File: src/design/u8u16_pkg.sv
// ----------------------------------------------------------------------------
// u8u16_pkg
// Shared types and constants for the UTF-8 to UTF-16 decoder.
// ----------------------------------------------------------------------------
package u8u16_pkg;

  // Input word kinds. A value of three is treated like an end without a byte.
  typedef enum logic [1:0] {
    ModeByte  = 2'd0,
    ModeFinal = 2'd1,
    ModeEnd   = 2'd2
  } mode_e;

  // Decoder constants.
  localparam logic [7:0]  LeadTwoMin   = 8'hC2;
  localparam logic [7:0]  LeadTwoMax   = 8'hDF;
  localparam logic [7:0]  LeadThreeMin = 8'hE0;
  localparam logic [7:0]  LeadThreeMax = 8'hEF;
  localparam logic [7:0]  LeadFourMin  = 8'hF0;
  localparam logic [7:0]  LeadFourMax  = 8'hF4;
  localparam logic [7:0]  ContMask     = 8'hC0;
  localparam logic [7:0]  ContTag      = 8'h80;
  localparam logic [20:0] MinTwo       = 21'h000080;
  localparam logic [20:0] MinThree     = 21'h000800;
  localparam logic [20:0] SuppBase     = 21'h010000;
  localparam logic [20:0] CodeMax      = 21'h10FFFF;
  localparam logic [20:0] SurFirst     = 21'h00D800;
  localparam logic [20:0] SurLast      = 21'h00DFFF;
  localparam logic [20:0] BmpMax       = 21'h00FFFF;
  localparam logic [15:0] HighSurBase  = 16'hD800;
  localparam logic [15:0] LowSurBase   = 16'hDC00;

  // Result queue sizing.
  localparam int unsigned MaxRes = 3;
  localparam int unsigned QDepth = 4;
  localparam int unsigned QPtrW  = $clog2(QDepth);
  localparam int unsigned QCntW  = $clog2(QDepth + 1);

  // Decoder state carried between words.
  typedef struct packed {
    logic [20:0] accum;
    logic [1:0]  pend;
    logic [1:0]  cls;
    logic        err;
  } dec_state_t;

  // One result word.
  typedef struct packed {
    logic [15:0] unit;
    logic        is_end;
    logic        status;
    logic        last;
  } result_t;

  // Everything the decoder produces for one input word.
  typedef struct packed {
    logic [1:0]          cnt;
    result_t [MaxRes-1:0] res;
    dec_state_t          nxt;
  } dec_out_t;

endpackage

File: src/design/utf8_to_utf16_validating_decoder.sv
// ----------------------------------------------------------------------------
// utf8_to_utf16_validating_decoder
// Validating UTF-8 to UTF-16 stream decoder with end-of-string status.
// ----------------------------------------------------------------------------
// The block accepts one UTF-8 byte per cycle and emits UTF-16 code units, one
// word per cycle. A byte is held in an input register, decoded in one pass of
// shift, mask and compare logic, and its zero to three result words are
// written into a four-word result queue that drives the output port. Input
// flows at one word per cycle as long as each byte yields at most one output
// word on average; a byte that completes a supplementary code point (two
// surrogate words) or that also closes the string (an extra end word) yields
// a burst of output words, and the queue depth sets how much of that burst
// is absorbed before the input stalls. Each byte is held in the input register
// and its result words in the queue. Malformed input (bad lead bytes, bad
// continuation bytes, overlong forms, surrogate code points, values above
// 10FFFF, sequences cut off by the end) sets a sticky error: no code units are
// emitted for the rest of the string, and its end word reports malformed
// status so the consumer can drop the string. Every string ends with one end
// word, after which all decoder state is back at its reset values.
// ----------------------------------------------------------------------------
module utf8_to_utf16_validating_decoder (
  input  logic        clk_i,
  input  logic        rst_ni,
  // Input stream.
  input  logic        s_axis_tvalid,
  output logic        s_axis_tready,
  input  logic [7:0]  s_axis_tdata,   // [7:0] data_byte
  input  logic [1:0]  s_axis_tuser,   // [1:0] mode
  // Output stream.
  output logic        m_axis_tvalid,
  input  logic        m_axis_tready,
  output logic [15:0] m_axis_tdata,   // [15:0] code_unit
  output logic [1:0]  m_axis_tuser,   // [0] is_end, [1] status
  output logic        m_axis_tlast    // last_of_run
);
  import u8u16_pkg::*;

  // Input register: one word waiting for decode.
  logic       in_valid_q, in_valid_d;
  logic [1:0] in_mode_q;
  logic [7:0] in_byte_q;

  // Sequence state between bytes of a string.
  dec_state_t state_q;

  dec_out_t   dec;
  logic       room;
  logic       consume;
  logic [1:0] push_cnt;
  result_t    head;

  u8u16_dec u_dec (
    .state_i (state_q),
    .mode_i  (in_mode_q),
    .byte_i  (in_byte_q),
    .out_o   (dec)
  );

  // A held word is decoded once the queue can take its worst-case burst.
  assign consume       = in_valid_q && room;
  assign s_axis_tready = !in_valid_q || consume;
  assign in_valid_d    = s_axis_tvalid ? 1'b1 : (in_valid_q && !consume);
  assign push_cnt      = consume ? dec.cnt : 2'd0;

  always_ff @(posedge clk_i or negedge rst_ni) begin
    if (!rst_ni) begin
      in_valid_q <= 1'b0;
      state_q    <= '0;
    end else begin
      if (s_axis_tready) begin
        in_valid_q <= in_valid_d;
      end
      if (consume) begin
        state_q <= dec.nxt;
      end
    end
  end

  // The payload loads whenever the input register is free to take a word.
  always_ff @(posedge clk_i) begin
    if (s_axis_tvalid && s_axis_tready) begin
      in_mode_q <= s_axis_tuser;
      in_byte_q <= s_axis_tdata;
    end
  end

  u8u16_fifo u_fifo (
    .clk_i       (clk_i),
    .rst_ni      (rst_ni),
    .push_cnt_i  (push_cnt),
    .push_data_i (dec.res),
    .room_o      (room),
    .pop_i       (m_axis_tready),
    .valid_o     (m_axis_tvalid),
    .head_o      (head)
  );

  assign m_axis_tdata = head.unit;
  assign m_axis_tuser = {head.status, head.is_end};
  assign m_axis_tlast = head.last;

  // A word that could not be decoded stays in the input register unchanged.
  a_in_hold: assert property (@(posedge clk_i) disable iff (!rst_ni)
    (in_valid_q && !consume) |=> (in_valid_q && $stable(in_mode_q) && $stable(in_byte_q)))
    else $error("held input word changed before decode");

  // Closing a string returns the decoder state to reset.
  a_end_clears: assert property (@(posedge clk_i) disable iff (!rst_ni)
    (consume && (in_mode_q != ModeByte)) |=> (state_q == '0))
    else $error("decoder state not cleared after end of string");

  // Code units are never produced while an error is pending.
  a_no_units_after_err: assert property (@(posedge clk_i) disable iff (!rst_ni)
    (consume && state_q.err && (in_mode_q == ModeByte)) |-> (dec.cnt == 2'd0))
    else $error("code unit produced after an error");

endmodule

File: src/design/u8u16_dec.sv
// ----------------------------------------------------------------------------
// u8u16_dec
// Combinational decode of one UTF-8 byte against the current sequence state.
// ----------------------------------------------------------------------------
module u8u16_dec (
  input  u8u16_pkg::dec_state_t state_i,
  input  logic [1:0]            mode_i,
  input  logic [7:0]            byte_i,
  output u8u16_pkg::dec_out_t   out_o
);
  import u8u16_pkg::*;

  logic        has_byte;
  logic        has_end;
  logic [1:0]  nb;
  logic [15:0] u0;
  logic [15:0] u1;
  logic [20:0] acc_sh;
  logic [20:0] minimum;
  logic [20:0] cp_off;
  logic        cp_bad;
  dec_state_t  nxt;
  result_t     end_res;
  logic [1:0]  cnt;

  assign has_byte = (mode_i == ModeByte) || (mode_i == ModeFinal);
  assign has_end  = (mode_i != ModeByte);
  assign acc_sh   = {state_i.accum[14:0], byte_i[5:0]};
  assign cp_off   = acc_sh - SuppBase;

  always_comb begin
    unique case (state_i.cls)
      2'd1:    minimum = MinTwo;
      2'd2:    minimum = MinThree;
      default: minimum = SuppBase;
    endcase
  end

  assign cp_bad = (acc_sh < minimum) || (acc_sh > CodeMax) ||
                  ((acc_sh >= SurFirst) && (acc_sh <= SurLast));

  always_comb begin
    nxt = state_i;
    nb  = 2'd0;
    u0  = '0;
    u1  = '0;
    if (has_byte && !state_i.err) begin
      if (state_i.pend == 2'd0) begin
        if (!byte_i[7]) begin
          nb = 2'd1;
          u0 = {8'h00, byte_i};
        end else if (byte_i >= LeadTwoMin && byte_i <= LeadTwoMax) begin
          nxt.accum = {16'h0000, byte_i[4:0]};
          nxt.pend  = 2'd1;
          nxt.cls   = 2'd1;
        end else if (byte_i >= LeadThreeMin && byte_i <= LeadThreeMax) begin
          nxt.accum = {17'h00000, byte_i[3:0]};
          nxt.pend  = 2'd2;
          nxt.cls   = 2'd2;
        end else if (byte_i >= LeadFourMin && byte_i <= LeadFourMax) begin
          nxt.accum = {18'h00000, byte_i[2:0]};
          nxt.pend  = 2'd3;
          nxt.cls   = 2'd3;
        end else begin
          nxt = '{accum: '0, pend: 2'd0, cls: 2'd0, err: 1'b1};
        end
      end else if ((byte_i & ContMask) != ContTag) begin
        nxt = '{accum: '0, pend: 2'd0, cls: 2'd0, err: 1'b1};
      end else if (state_i.pend != 2'd1) begin
        nxt.accum = acc_sh;
        nxt.pend  = state_i.pend - 2'd1;
      end else begin
        // Sequence complete: range check, then one unit or a surrogate pair.
        nxt.accum = '0;
        nxt.pend  = 2'd0;
        nxt.cls   = 2'd0;
        if (cp_bad) begin
          nxt.err = 1'b1;
        end else if (acc_sh <= BmpMax) begin
          nb = 2'd1;
          u0 = acc_sh[15:0];
        end else begin
          nb = 2'd2;
          u0 = HighSurBase + {6'b000000, cp_off[19:10]};
          u1 = LowSurBase | {6'b000000, cp_off[9:0]};
        end
      end
    end
    end_res = '{unit: '0, is_end: 1'b1,
                status: nxt.err | (nxt.pend != 2'd0), last: 1'b0};
    if (has_end) begin
      nxt = '0;
    end
  end

  assign cnt = nb + {1'b0, has_end};

  always_comb begin
    out_o.cnt = cnt;
    out_o.nxt = nxt;
    out_o.res[0] = (nb != 2'd0) ? '{unit: u0, is_end: 1'b0, status: 1'b0, last: 1'b0}
                                : end_res;
    out_o.res[1] = (nb == 2'd2) ? '{unit: u1, is_end: 1'b0, status: 1'b0, last: 1'b0}
                                : end_res;
    out_o.res[2] = end_res;
    for (int i = 0; i < MaxRes; i++) begin
      out_o.res[i].last = (cnt == 2'(i + 1));
    end
  end

endmodule

File: src/design/u8u16_fifo.sv
// ----------------------------------------------------------------------------
// u8u16_fifo
// Small result queue that takes up to three words per cycle and gives one.
// ----------------------------------------------------------------------------
module u8u16_fifo (
  input  logic                                   clk_i,
  input  logic                                   rst_ni,
  input  logic [1:0]                             push_cnt_i,
  input  u8u16_pkg::result_t [u8u16_pkg::MaxRes-1:0] push_data_i,
  output logic                                   room_o,
  input  logic                                   pop_i,
  output logic                                   valid_o,
  output u8u16_pkg::result_t                     head_o
);
  import u8u16_pkg::*;

  result_t           mem_q [QDepth];
  logic [QPtrW-1:0]  wptr_q, wptr_d;
  logic [QPtrW-1:0]  rptr_q, rptr_d;
  logic [QCntW-1:0]  count_q, count_d;
  logic              pop;

  assign valid_o = (count_q != '0);
  assign pop     = pop_i && valid_o;
  assign head_o  = mem_q[rptr_q];
  assign room_o  = (count_q <= QCntW'(QDepth - MaxRes));

  assign wptr_d  = wptr_q + QPtrW'(push_cnt_i);
  assign rptr_d  = rptr_q + QPtrW'(pop);
  assign count_d = count_q + QCntW'(push_cnt_i) - QCntW'(pop);

  always_ff @(posedge clk_i or negedge rst_ni) begin
    if (!rst_ni) begin
      wptr_q  <= '0;
      rptr_q  <= '0;
      count_q <= '0;
    end else begin
      wptr_q  <= wptr_d;
      rptr_q  <= rptr_d;
      count_q <= count_d;
    end
  end

  always_ff @(posedge clk_i) begin
    for (int i = 0; i < MaxRes; i++) begin
      if (2'(i) < push_cnt_i) begin
        mem_q[wptr_q + QPtrW'(i)] <= push_data_i[i];
      end
    end
  end

  a_count_bound: assert property (@(posedge clk_i) disable iff (!rst_ni)
    count_q <= QCntW'(QDepth))
    else $error("result queue count above depth");

  a_push_fits: assert property (@(posedge clk_i) disable iff (!rst_ni)
    (push_cnt_i != 2'd0) |-> room_o)
    else $error("result queue written without room");

  a_count_track: assert property (@(posedge clk_i) disable iff (!rst_ni)
    ##1 (count_q == $past(count_q) + QCntW'($past(push_cnt_i)) - QCntW'($past(pop))))
    else $error("result queue count lost track");

endmodule
File: config.mk
export PLATFORM = sky130hd
export DESIGN_NAME = utf8_to_utf16_validating_decoder
export DESIGN_NICKNAME = d
export VERILOG_FILES = /design/src/design/u8u16_pkg.sv /design/src/design/utf8_to_utf16_validating_decoder.sv /design/src/design/u8u16_dec.sv /design/src/design/u8u16_fifo.sv
export SDC_FILE = /design/constraint.sdc
export NUM_CORES = 1
export LEC_CHECK = 0
export BUFFER_PORTS_ARGS = -buffer_cell sky130_fd_sc_hd__buf_2
export CORE_ASPECT_RATIO = 1.1
export CORE_UTILIZATION = 30
export CTS_CLUSTER_SIZE = 30
export DETAILED_ROUTE_END_ITERATION = 6
export HOLD_SLACK_MARGIN = 0.12
export PLACE_DENSITY_LB_ADDON = 0.05
export SETUP_SLACK_MARGIN = 0.4
export SKIP_CTS_REPAIR_TIMING = 1
export SLEW_MARGIN = 20
export SYNTH_ARGS = -nofsm -noshare
export SYNTH_HDL_FRONTEND = slang
export SYNTH_SLANG_ARGS = --single-unit
File: constraint.sdc
create_clock -name clk_i -period 6.15 [get_ports clk_i]
set_input_delay 1.23 -clock clk_i [delete_from_list [all_inputs] [get_ports clk_i]]
set_output_delay 1.23 -clock clk_i [all_outputs]
set_load 0.02 [all_outputs]
* After elaboration in Yosys (flattened, before gate mapping) *
Memories as Yosys holds them, arrays and structs flattened.
Index checks and enable logic that the tools add are counted.

storage, ports and cells
  RAM bits = 76
  memories = 1
  register bits = 38

memory list
  name          words  bits a word  read ports  clocked after Yosys merged registers in  write ports  RTL line          RTL
  u_fifo.mem_q  4      19           1           0                                        3            u8u16_fifo.sv:17  result_t mem_q [QDepth];

cells by class
  magnitude comparators = 15
  bitwise logic cells = 1
  reductions and logical operators = 25
  equal/unequal tests = 11
  muxes and demuxes = 45
  add/sub/neg operators = 10

operators by type and width
  cell                                                                                    number
  16-bit 2-to-1 mux                                                                       12
  20-bit 2-to-1 mux                                                                       5
  19-bit 2-to-1 mux                                                                       3
  21-bit by 16-bit less-or-equal comparator with 1-bit output (second input constant)     2
  17-bit case mux with 2 select lines                                                     1
  8-bit greater-or-equal comparator (second input constant)                               3
  8-bit less-or-equal comparator (second input constant)                                  3
  21-bit by 16-bit greater-or-equal comparator with 1-bit output (second input constant)  1
  21-bit > comparator (second input constant)                                             1
  21-bit by 17-bit < comparator with 1-bit output                                         1
  20-bit by 17-bit subtractor with 20-bit output (second input constant)                  1
  17-bit 2-to-1 mux                                                                       1
  15-bit by 11-bit adder with 16-bit output (first input constant)                        1
  2-bit 2-to-1 mux                                                                        7
  7-bit 2-to-1 mux                                                                        2
  1-bit 2-to-1 mux                                                                        12
  1-bit logical AND                                                                       9
  2-bit equality test (second input constant)                                             4
  8-bit 2-to-1 mux                                                                        1
  2-bit nonzero test                                                                      4
  2-bit by 1-bit equality test with 1-bit output (second input constant)                  3
  2-bit by 1-bit adder with 2-bit output                                                  2
  2-bit zero test                                                                         2
  1-bit logical OR                                                                        4
  19 further kinds                                                                        22

* Depth between registers and ports, before layout *
Gate-level depths: netlist of run 1.

  word-level depth = 15
  mapped depth = 22

* Modules after synthesis *
From an unflattened synthesis of run 1, not the netlist that was laid out.

unflattened totals
  cells, all modules = 824
  area, all modules = 7986.4 um2

by module, submodules not included
  module                            area an instance (um2)  cells each  seq. area each (um2)  times used
  u8u16_fifo                        4764.6                  485         2457.4                1
  u8u16_dec                         1791.7                  268         0.0                   1
  utf8_to_utf16_validating_decoder  1430.1                  71          975.9                 1

* Least setup slack after synthesis of run 1 *
OpenSTA, ideal clock, no wires.

  path kind = register -> register
  start point = register state_q[1] in the netlist's numbering
  end point = register u_fifo.count_q[2]
  slack = 1.775 ns
  library setup time = 0.123 ns
  buffers on the path = 4
  cell stages (with the launch flop) = 22
  data arrival time = 4.253 ns
  cells stage by stage = dfrtp_1 inv_1 ha_1 inv_1 ha_1 o41a_1 o21ai_0 a211o_1 o21ai_0 clkbuf_1 ha_1 clkbuf_1 or3_1 buf_6 buf_6 nand2_1 nand2_1 ha_1 inv_1 fa_1 xnor2_1 xnor2_1

between the ends
  word-level cells in the longest chain between the ends = 14

RTL lines
  what                                                                                          RTL line                                RTL
  start, declared                                                                               utf8_to_utf16_validating_decoder.sv:44  dec_state_t state_q;
  start signal, assigned                                                                        utf8_to_utf16_validating_decoder.sv:74  state_q <= dec.nxt;
  2-bit equality test / 2-bit by 1-bit equality test with 1-bit output (equally long branches)  u8u16_dec.sv:32                         unique case (state_i.cls)
  17-bit case mux with 2 select lines *                                                         u8u16_dec.sv:32
  21-bit by 17-bit < comparator with 1-bit output *                                             u8u16_dec.sv:39                         assign cp_bad = (acc_sh < minimum) || (acc_sh > CodeMax) ||
  1-bit logical OR * (2 in series)                                                              u8u16_dec.sv:39
  2-bit 2-to-1 mux *                                                                            u8u16_dec.sv:77                         if (cp_bad) begin
  2-bit 2-to-1 mux *                                                                            u8u16_dec.sv:69                         end else if (state_i.pend != 2'd1) begin
  2-bit 2-to-1 mux *                                                                            u8u16_dec.sv:67                         end else if ((byte_i & ContMask) != ContTag) begin
  2-bit 2-to-1 mux *                                                                            u8u16_dec.sv:48                         if (state_i.pend == 2'd0) begin
  2-bit 2-to-1 mux *                                                                            u8u16_dec.sv:47                         if (has_byte && !state_i.err) begin
  2-bit by 1-bit adder with 2-bit output *                                                      u8u16_dec.sv:96                         assign cnt = nb + {1'b0, has_end};
  2-bit 2-to-1 mux *                                                                            utf8_to_utf16_validating_decoder.sv:63  assign push_cnt = consume ? dec.cnt : 2'd0;
  3-bit by 2-bit adder with 3-bit output *                                                      u8u16_fifo.sv:30                        assign count_d = count_q + QCntW'(push_cnt_i) - QCntW'(pop);
  3-bit by 1-bit subtractor with 3-bit output *                                                 u8u16_fifo.sv:30
  via u_fifo.count_d[2]                                                                         u8u16_fifo.sv:20                        logic [QCntW-1:0] count_q, count_d;
  end signal, assigned                                                                          u8u16_fifo.sv:40                        count_q <= count_d;
  end, declared                                                                                 u8u16_fifo.sv:20

The timed path passes the listed nets; every way through them passes the cells marked *.
A chain may end at the register's enable or synchronous reset.

==> results of run 1 <==
stage by stage:
step	hold WS (ns)	util, %	total power, W
2_1_floorplan	0.410	-	0.00186
3_3_place_gp	0.426	32.4	0.00221
3_5_place_dp	0.432	32.4	0.00221
4_1_cts	0.442	35.5	0.00325
5_1_grt	0.474	35.5	0.00340
6_report	0.439	35.5	0.00322
synth_stat cells (3+ instances only):
master | instances | share of area, %
nor4_1 | 5 | 0.50
o21ai_0 | 19 | 1.5
a211oi_2 | 3 | 0.60
a221o_1 | 4 | 0.64
a211oi_1 | 5 | 0.60
and2_1 | 7 | 0.70
mux4_2 | 19 | 6.9
o21a_1 | 5 | 0.60
nand2_1 | 86 | 5.2
nor2b_1 | 4 | 0.40
mux2i_1 | 6 | 0.96
a31oi_1 | 3 | 0.30
clkbuf_1 | 22 | 1.3
inv_1 | 21 | 1.3
or3_1 | 3 | 0.30
edfxtp_1 | 18 | 8.7
xnor2_1 | 5 | 0.70
a21o_1 | 4 | 0.48
or2_2 | 3 | 0.30
o211ai_1 | 3 | 0.36
nand3_1 | 23 | 1.8
a22o_1 | 16 | 2.2
dfxtp_1 | 68 | 22
a32o_1 | 3 | 0.48
a21oi_1 | 37 | 3.0
nor3b_1 | 4 | 0.48
ha_1 | 13 | 2.6
buf_6 | 4 | 0.72
a221oi_1 | 17 | 2.4
nor3_1 | 18 | 1.4
buf_2 | 16 | 1.3
a22oi_1 | 7 | 0.84
dfrtp_1 | 28 | 11
buf_4 | 3 | 0.36
o22ai_1 | 4 | 0.40
nand2b_1 | 4 | 0.40
a32oi_1 | 19 | 2.7
nand4_1 | 5 | 0.50
nor2_1 | 62 | 3.7
power breakdown:
part,internal (W),switching [W],leakage [nW],total (W)
Combinational,0.000406,0.000661,1.40,0.00107
Clock,0.000658,0.000363,0.304,0.00102
Sequential,0.000937,0.000197,1.09,0.00113
Total,0.00200,0.00122,2.79,0.00322
final timing paths:
path	start	endpoint	slack (ns)	cells past startpoint
hold reg to reg	u_fifo.mem_q[3][12]	u_fifo.mem_q[3][12]	0.44	2
setup / recovery	state_q[1]	u_fifo.mem_q[0][7]	0.97	15
max in group asynchronous	rst_ni	state_q[14]	4.87	1
setup reg to reg	state_q[1]	u_fifo.mem_q[0][7]	0.97	15
hold / removal	u_fifo.mem_q[3][12]	u_fifo.mem_q[3][12]	0.44	2
min in group asynchronous	rst_ni	in_valid_q	0.84	1
cell type report:
type	instances	area, sq um
Clock buffer	26	552
Clock inverter	6	62.6
Fill cell	2109	13000
Inverter	22	82.6
Multi-Input combinational cell	466	3310
Sequential cell	114	2600
Tap cell	252	315
Timing Repair Buffer	41	223
sequential cells by signal, summed over array words and instances (netlist names):
name / cells
in_byte_q: 8
in_mode_q: 2
in_valid_q: 1
state_q: 20
u_fifo.count_q: 3
u_fifo.mem_q: 76
u_fifo.rptr_q: 2
u_fifo.wptr_q: 2
worst max-delay path, stage by stage, from the launching register on:
cell      delay (ns)
dfrtp_1         0.38
inv_1           0.06
ha_1            0.27
inv_1           0.04
ha_1            0.26
o41a_1          0.38
o21ai_0         0.08
a211o_1         0.29
o21ai_0         0.14
buf_4           0.20
ha_1            0.31
or3_1           0.78
a21oi_1         0.79
nor2_1          0.36
a221oi_1        0.59
nor3_1          0.10
cells by family after synthesis:
kind of cell             share of synthesized area, %
buffers and inverters                            5.29
flip-flops                                       41.7
multiplexers                                     8.24
XOR/XNOR                                        0.983
adder cells (fa/ha/maj)                          2.93
AND/OR/NAND/NOR                                  18.8
AO/OA/AOI/OAI                                    22.1
per-layer routing:
layer,wire (um),part of all wire (%)
met1,9390,43
met2,10800,49
met3,1230,5.6
met4,712,3.2
met5,0,0
==> key figures, run 1 <==
Routing
  • Via count: roughly 5400
  • DRC: 0
  • Vias per cell: 5.81
  • Antenna-violating nets left: 0
  • Drt wl/cell: about 24 um
  • Final WL: 22100 um
  • Starting DRT DRC Count: just under 400
  • First drt pass iteration count: 7

Die
  • I/O pins: 35
  • Row count: 54
  • Starting Density: 31.0%
  • Die ar.: around 21000 sq um
  • Die Wd: 139 um
  • Core area: 20100 sq um
  • Die height: approximately 150 um

Timing
  • Peak Freq: 193 MHz
  • Final period util: 84.2%
  • Final setup viols: 0
  • Sum of negative setup slack: 0 ns
  • Setup WS post-layout: a little under 1 ns
  • Minimum clock period: 5.18 ns
  • Slew @ Worst Pin: 1.17 ns
  • Endpoints failing hold: 0
  • Worst Skew: between 0.009 and 0.01 ns
  • Rel. slew slack: 22.0%
  • RSZ-0062 raised after global routing: false
  • Pins over their slew limit: 0

Power and ir drop
  • Max VDD drop: 0.000203 V
  • Pleak: 2.79 nW
  • PD cells: ~450 nW/um^2

Yosys
  • Flops & latches, synth: 114
  • Async set-reset flop share out of synthesis: between 20% and 30%
  • Mapped cell area: 6240 sq um
  • Syn avg cell area: ~9.6 sq um
  • Synth warnings: 0
  • Unique masters post-synth: just over 80
  • Sequential cell area fraction in the yosys report: 41.7%
  • Synth Net Count: 679
  • EDFF count, synth: 18
  • Ys flop type: dfxtp_1
  • Syn Inst Count: 651

Global route
  • Top Usage Layer GRT: met2
  • Total GRT Usage: between 20% and 30%
  • First-pass GRT wire length: ~34000 um
  • Global-route track usage on met2: a little over a third
  • Met3 Usage GRT: about 4.5%
  • Initial antenna violation count: 0
  • Largest net degree at the start of global routing: 29
  • GRT met1 Usage: 26.8%
  • Grt total ovfl: 0
  • Vias in the first global route: 5457

CTS
  • Max Root-Sink Buffers: 2
  • Clk sink count: 114
  • CTS root buf: clkbuf_16
  • Clock latency on the worst-skew pair: 0.42 ns
  • Clock Pin Slew Worst Setup and Hold Paths: approximately 0.060 ns
  • CTS Buf Count: 17
  • CTS H-Tree Depth: 4
  • CTS tree: built

Finish
  • # diodes: 0
  • Share of layout cells above drive strength 1: around 18%
  • Final Non-Filler Cells: approximately 930
  • Commonest non-fill, non-tap cell in the layout: nand2_1
  • Most frequent cells in the layout: 86 x nand2_1, 68 x dfxtp_1, 61 x nor2_1
  • NumNets Final: between 600 and 700
  • Post-Layout Inst Area: between 7000 and 8000 sq um
  • Syn-to-layout area delta: 14.5%

Run status
  • Status: completed

Placed design
  • Pre-CTS WS: 1.05 ns
  • DP HPWL: 15700 um
  • Placed Area: 6530 sq um
  • # port buffers: 34
  • RePlAce Congestion: 0.871
  • Placed Cells: 895

Critical path
  • Worst setup EP type: flop
  • Crit start category: flop
  • Critical Path RT: 6.44 ns
  • Crit Path Max Fanout: 18
  • Critical Path AT: 5.46 ns
  • CP Class: reg -> reg

Min path
  • Worst hold path type: reg -> reg

Flow run
  • Max cap viols: 0
No activity file was read; power rests on OpenSTA's default activity.
==> run 2: changes to the inputs <==
- clock period: 6.15 -> 5.15 ns (I/O delays scaled with it)
==> run 2 against run 1 <==
Effect of this change:
- clock power rose by 13%
- sequential power increased by 19%
- first-iteration DRC count down 14%
- utilization increased by 0.25 points
- sequential cell count stayed put
- worst setup slack worse by 0.27 ns
- critical path type unchanged
==> key figures, run 2 (synthesized netlist as in run 1, its figures left out) <==
Timing
  • Rel. slew slack: 33.1% (+11 points)
  • Final setup viols: 0 (unchanged)
  • Setup WS post-layout: 0.700 ns (-0.271 ns)
  • RSZ-0062 raised after global routing: true
  • Worst hold slack: 0.437 ns (-0.00275 ns)
  • Worst Skew: 0.0104 ns (+0.000882 ns)
  • Pins over their slew limit: 0 (unchanged)
  • Endpoints failing hold: 0 (unchanged)
  • Slew @ Worst Pin: 0.997 ns (-0.173 ns)
  • Minimum clock period: 4.45 ns (-0.729 ns)
  • Final period util: 86.4% (+2.2 points)
  • Peak Freq: 225 MHz (+16%)
  • Sum of negative setup slack: 0 ns (unchanged)

Die
  • Starting Density: 31.0% (unchanged)
  • I/O pins: 35 (unchanged)
  • Die ar.: 21400 sq um (unchanged)
  • Row count: 54 (unchanged)
  • Core area: 20100 sq um (unchanged)
  • Die Wd: 139 um (unchanged)
  • Die height: 153 um (unchanged)

Finish
  • Largest registers: u_fifo.mem_q (76), state_q (20), in_byte_q (8)
  • # diodes: 0 (unchanged)
  • Max reg flops: 76 (unchanged)
  • Filler cells: 2032 (-3.7%)
  • Largest Register: u_fifo.mem_q
  • Area used by multi-input combinational logic: 3310 sq um (about the same)
  • NumNets Final: 701 (+1.6%)
  • Syn-to-layout area delta: 15.4%
  • Most frequent cells in the layout: 86 x nand2_1, 68 x dfxtp_1, 60 x nor2_1
  • Final Non-Filler Cells: 938 (+1.2%)
  • Reg area: 2600 sq um (unchanged)
  • Share of layout cells above drive strength 1: 19.2% (+1.3 points)
  • Commonest non-fill, non-tap cell in the layout: nand2_1

Critical path
  • CP Class: reg -> reg
  • Crit Path Max Fanout: 17 (-1)
  • Critical Path RT: 5.49 ns (-0.95 ns)
  • Worst setup EP type: flop
  • Crit start category: flop
  • Critical Path AT: 4.79 ns (-0.67 ns)

Routing
  • Drt wl/cell: 23.5 um (-1.5%)
  • Via count: 5384 (-0.074%)
  • Final WL: 22000 um (-0.34%)
  • DRC: 0 (unchanged)
  • Starting DRT DRC Count: 340 (-14%)
  • Antenna-violating nets left: 0 (unchanged)
  • First drt pass iteration count: 5 (-2)
  • Vias per cell: 5.74 (-1.2%)

CTS
  • Clk sink count: 114 (unchanged)
  • CTS Buf Count: 17 (unchanged)
  • CTS tree: built
  • Clock Pin Slew Worst Setup and Hold Paths: 0.06 ns (about the same)
  • CTS root buf: clkbuf_16
  • CTS H-Tree Depth: 4 (unchanged)
  • Max Root-Sink Buffers: 2 (unchanged)
  • Clock latency on the worst-skew pair: 0.42 ns (about the same)

Power and ir drop
  • Pleak: 2.82 nW (+1.2%)
  • Max VDD drop: 0.000232 V (+14%)
  • Tot Pwr: 0.00381 W (+18%)
  • PD cells: 529 nW/um^2 (+17%)

Placed design
  • Pre-CTS WS: 0.781 ns (-0.265 ns)
  • # port buffers: 34 (unchanged)
  • RePlAce Congestion: 0.842 (-3.3%)
  • Placed Cells: 904 (+1.0%)
  • DP HPWL: 15300 um (-2.6%)

Global route
  • Vias in the first global route: 5332 (-2.3%)
  • Grt total ovfl: 0 (unchanged)
  • First-pass GRT wire length: 33300 um (-1.7%)
  • Largest net degree at the start of global routing: 43 (+48%)
  • Initial antenna violation count: 0 (unchanged)
  • Total GRT Usage: 21.2% (-0.32 points)

Run status
  • Status: completed

Flow run
  • Max cap viols: 0 (unchanged)

Min path
  • Worst hold path type: reg -> reg
run 2: changes by cell type in the layout (fill, tap and decap cells not counted), sizes merged:
cell	before	now
buf	41	52
clkbuf	26	24
clkinv	3	6
clkinvlp	1	2
inv	23	21
run 2: report_power, final:
part | switching, W | internal [W]
logic | 0.000810 | 0.000503
clock network | 0.000425 | 0.000729
registers | 0.000221 | 0.00112
total | 0.00146 | 0.00235
run 2: worst max-delay path, cell delays in order (launching register included):
cell,delay (ns)
dfrtp_1,0.66
nand4_4,0.18
nor4_2,0.35
mux2i_1,0.32
a211o_1,0.35
o21ai_0,0.18
ha_1,0.26
or3_1,0.41
buf_4,0.24
nand2_1,0.16
nand2_1,0.12
ha_1,0.31
inv_1,0.05
fa_1,0.43
xnor2_1,0.20
xnor2_1,0.14
run 2: per-layer routing:
metal  vias to the layer above  GRT usage, %  part of all wire [%]
met1                      2676          26.4                    43
met3                        43          4.10                   4.5
met4                         0          10.8                   3.9
met2                       185          34.8                    48
li1                       2480             -                     -
met5                         -             0                     0
run 2: metrics by stage:
stage / cell area (sq um) / util [%]
2_1_floorplan: 6240 / -
3_3_place_gp: 6600 / 32.8
3_5_place_dp: 6600 / 32.8
4_1_cts: 7180 / 35.7
5_1_grt: 7200 / 35.7
6_report: 7200 / 35.7
run 2: cell type report:
cell class | instances | share of cell area [%]
inverter | 22 | 1.15
timing repair buffer | 52 | 4.24
clock buffer | 24 | 6.99
sequential | 114 | 36.2
tap | 252 | 4.38
clock inverter | 8 | 1.08
multi-input combinational | 466 | 46.0
run 2: worst paths after layout:
check                                    startpoint                  end  slack, ns  cells past startpoint
worst min register to register  u_fifo.mem_q[3][11]  u_fifo.mem_q[3][11]       0.44                      2
worst max register to register          state_q[11]    u_fifo.count_q[2]       0.70                     15
worst min-delay path            u_fifo.mem_q[3][11]  u_fifo.mem_q[3][11]       0.44                      2
min in group asynchronous                    rst_ni           in_valid_q       0.64                      1
max in group asynchronous                    rst_ni           state_q[7]       4.06                      1
worst max-delay path                    state_q[11]    u_fifo.count_q[2]       0.70                     15
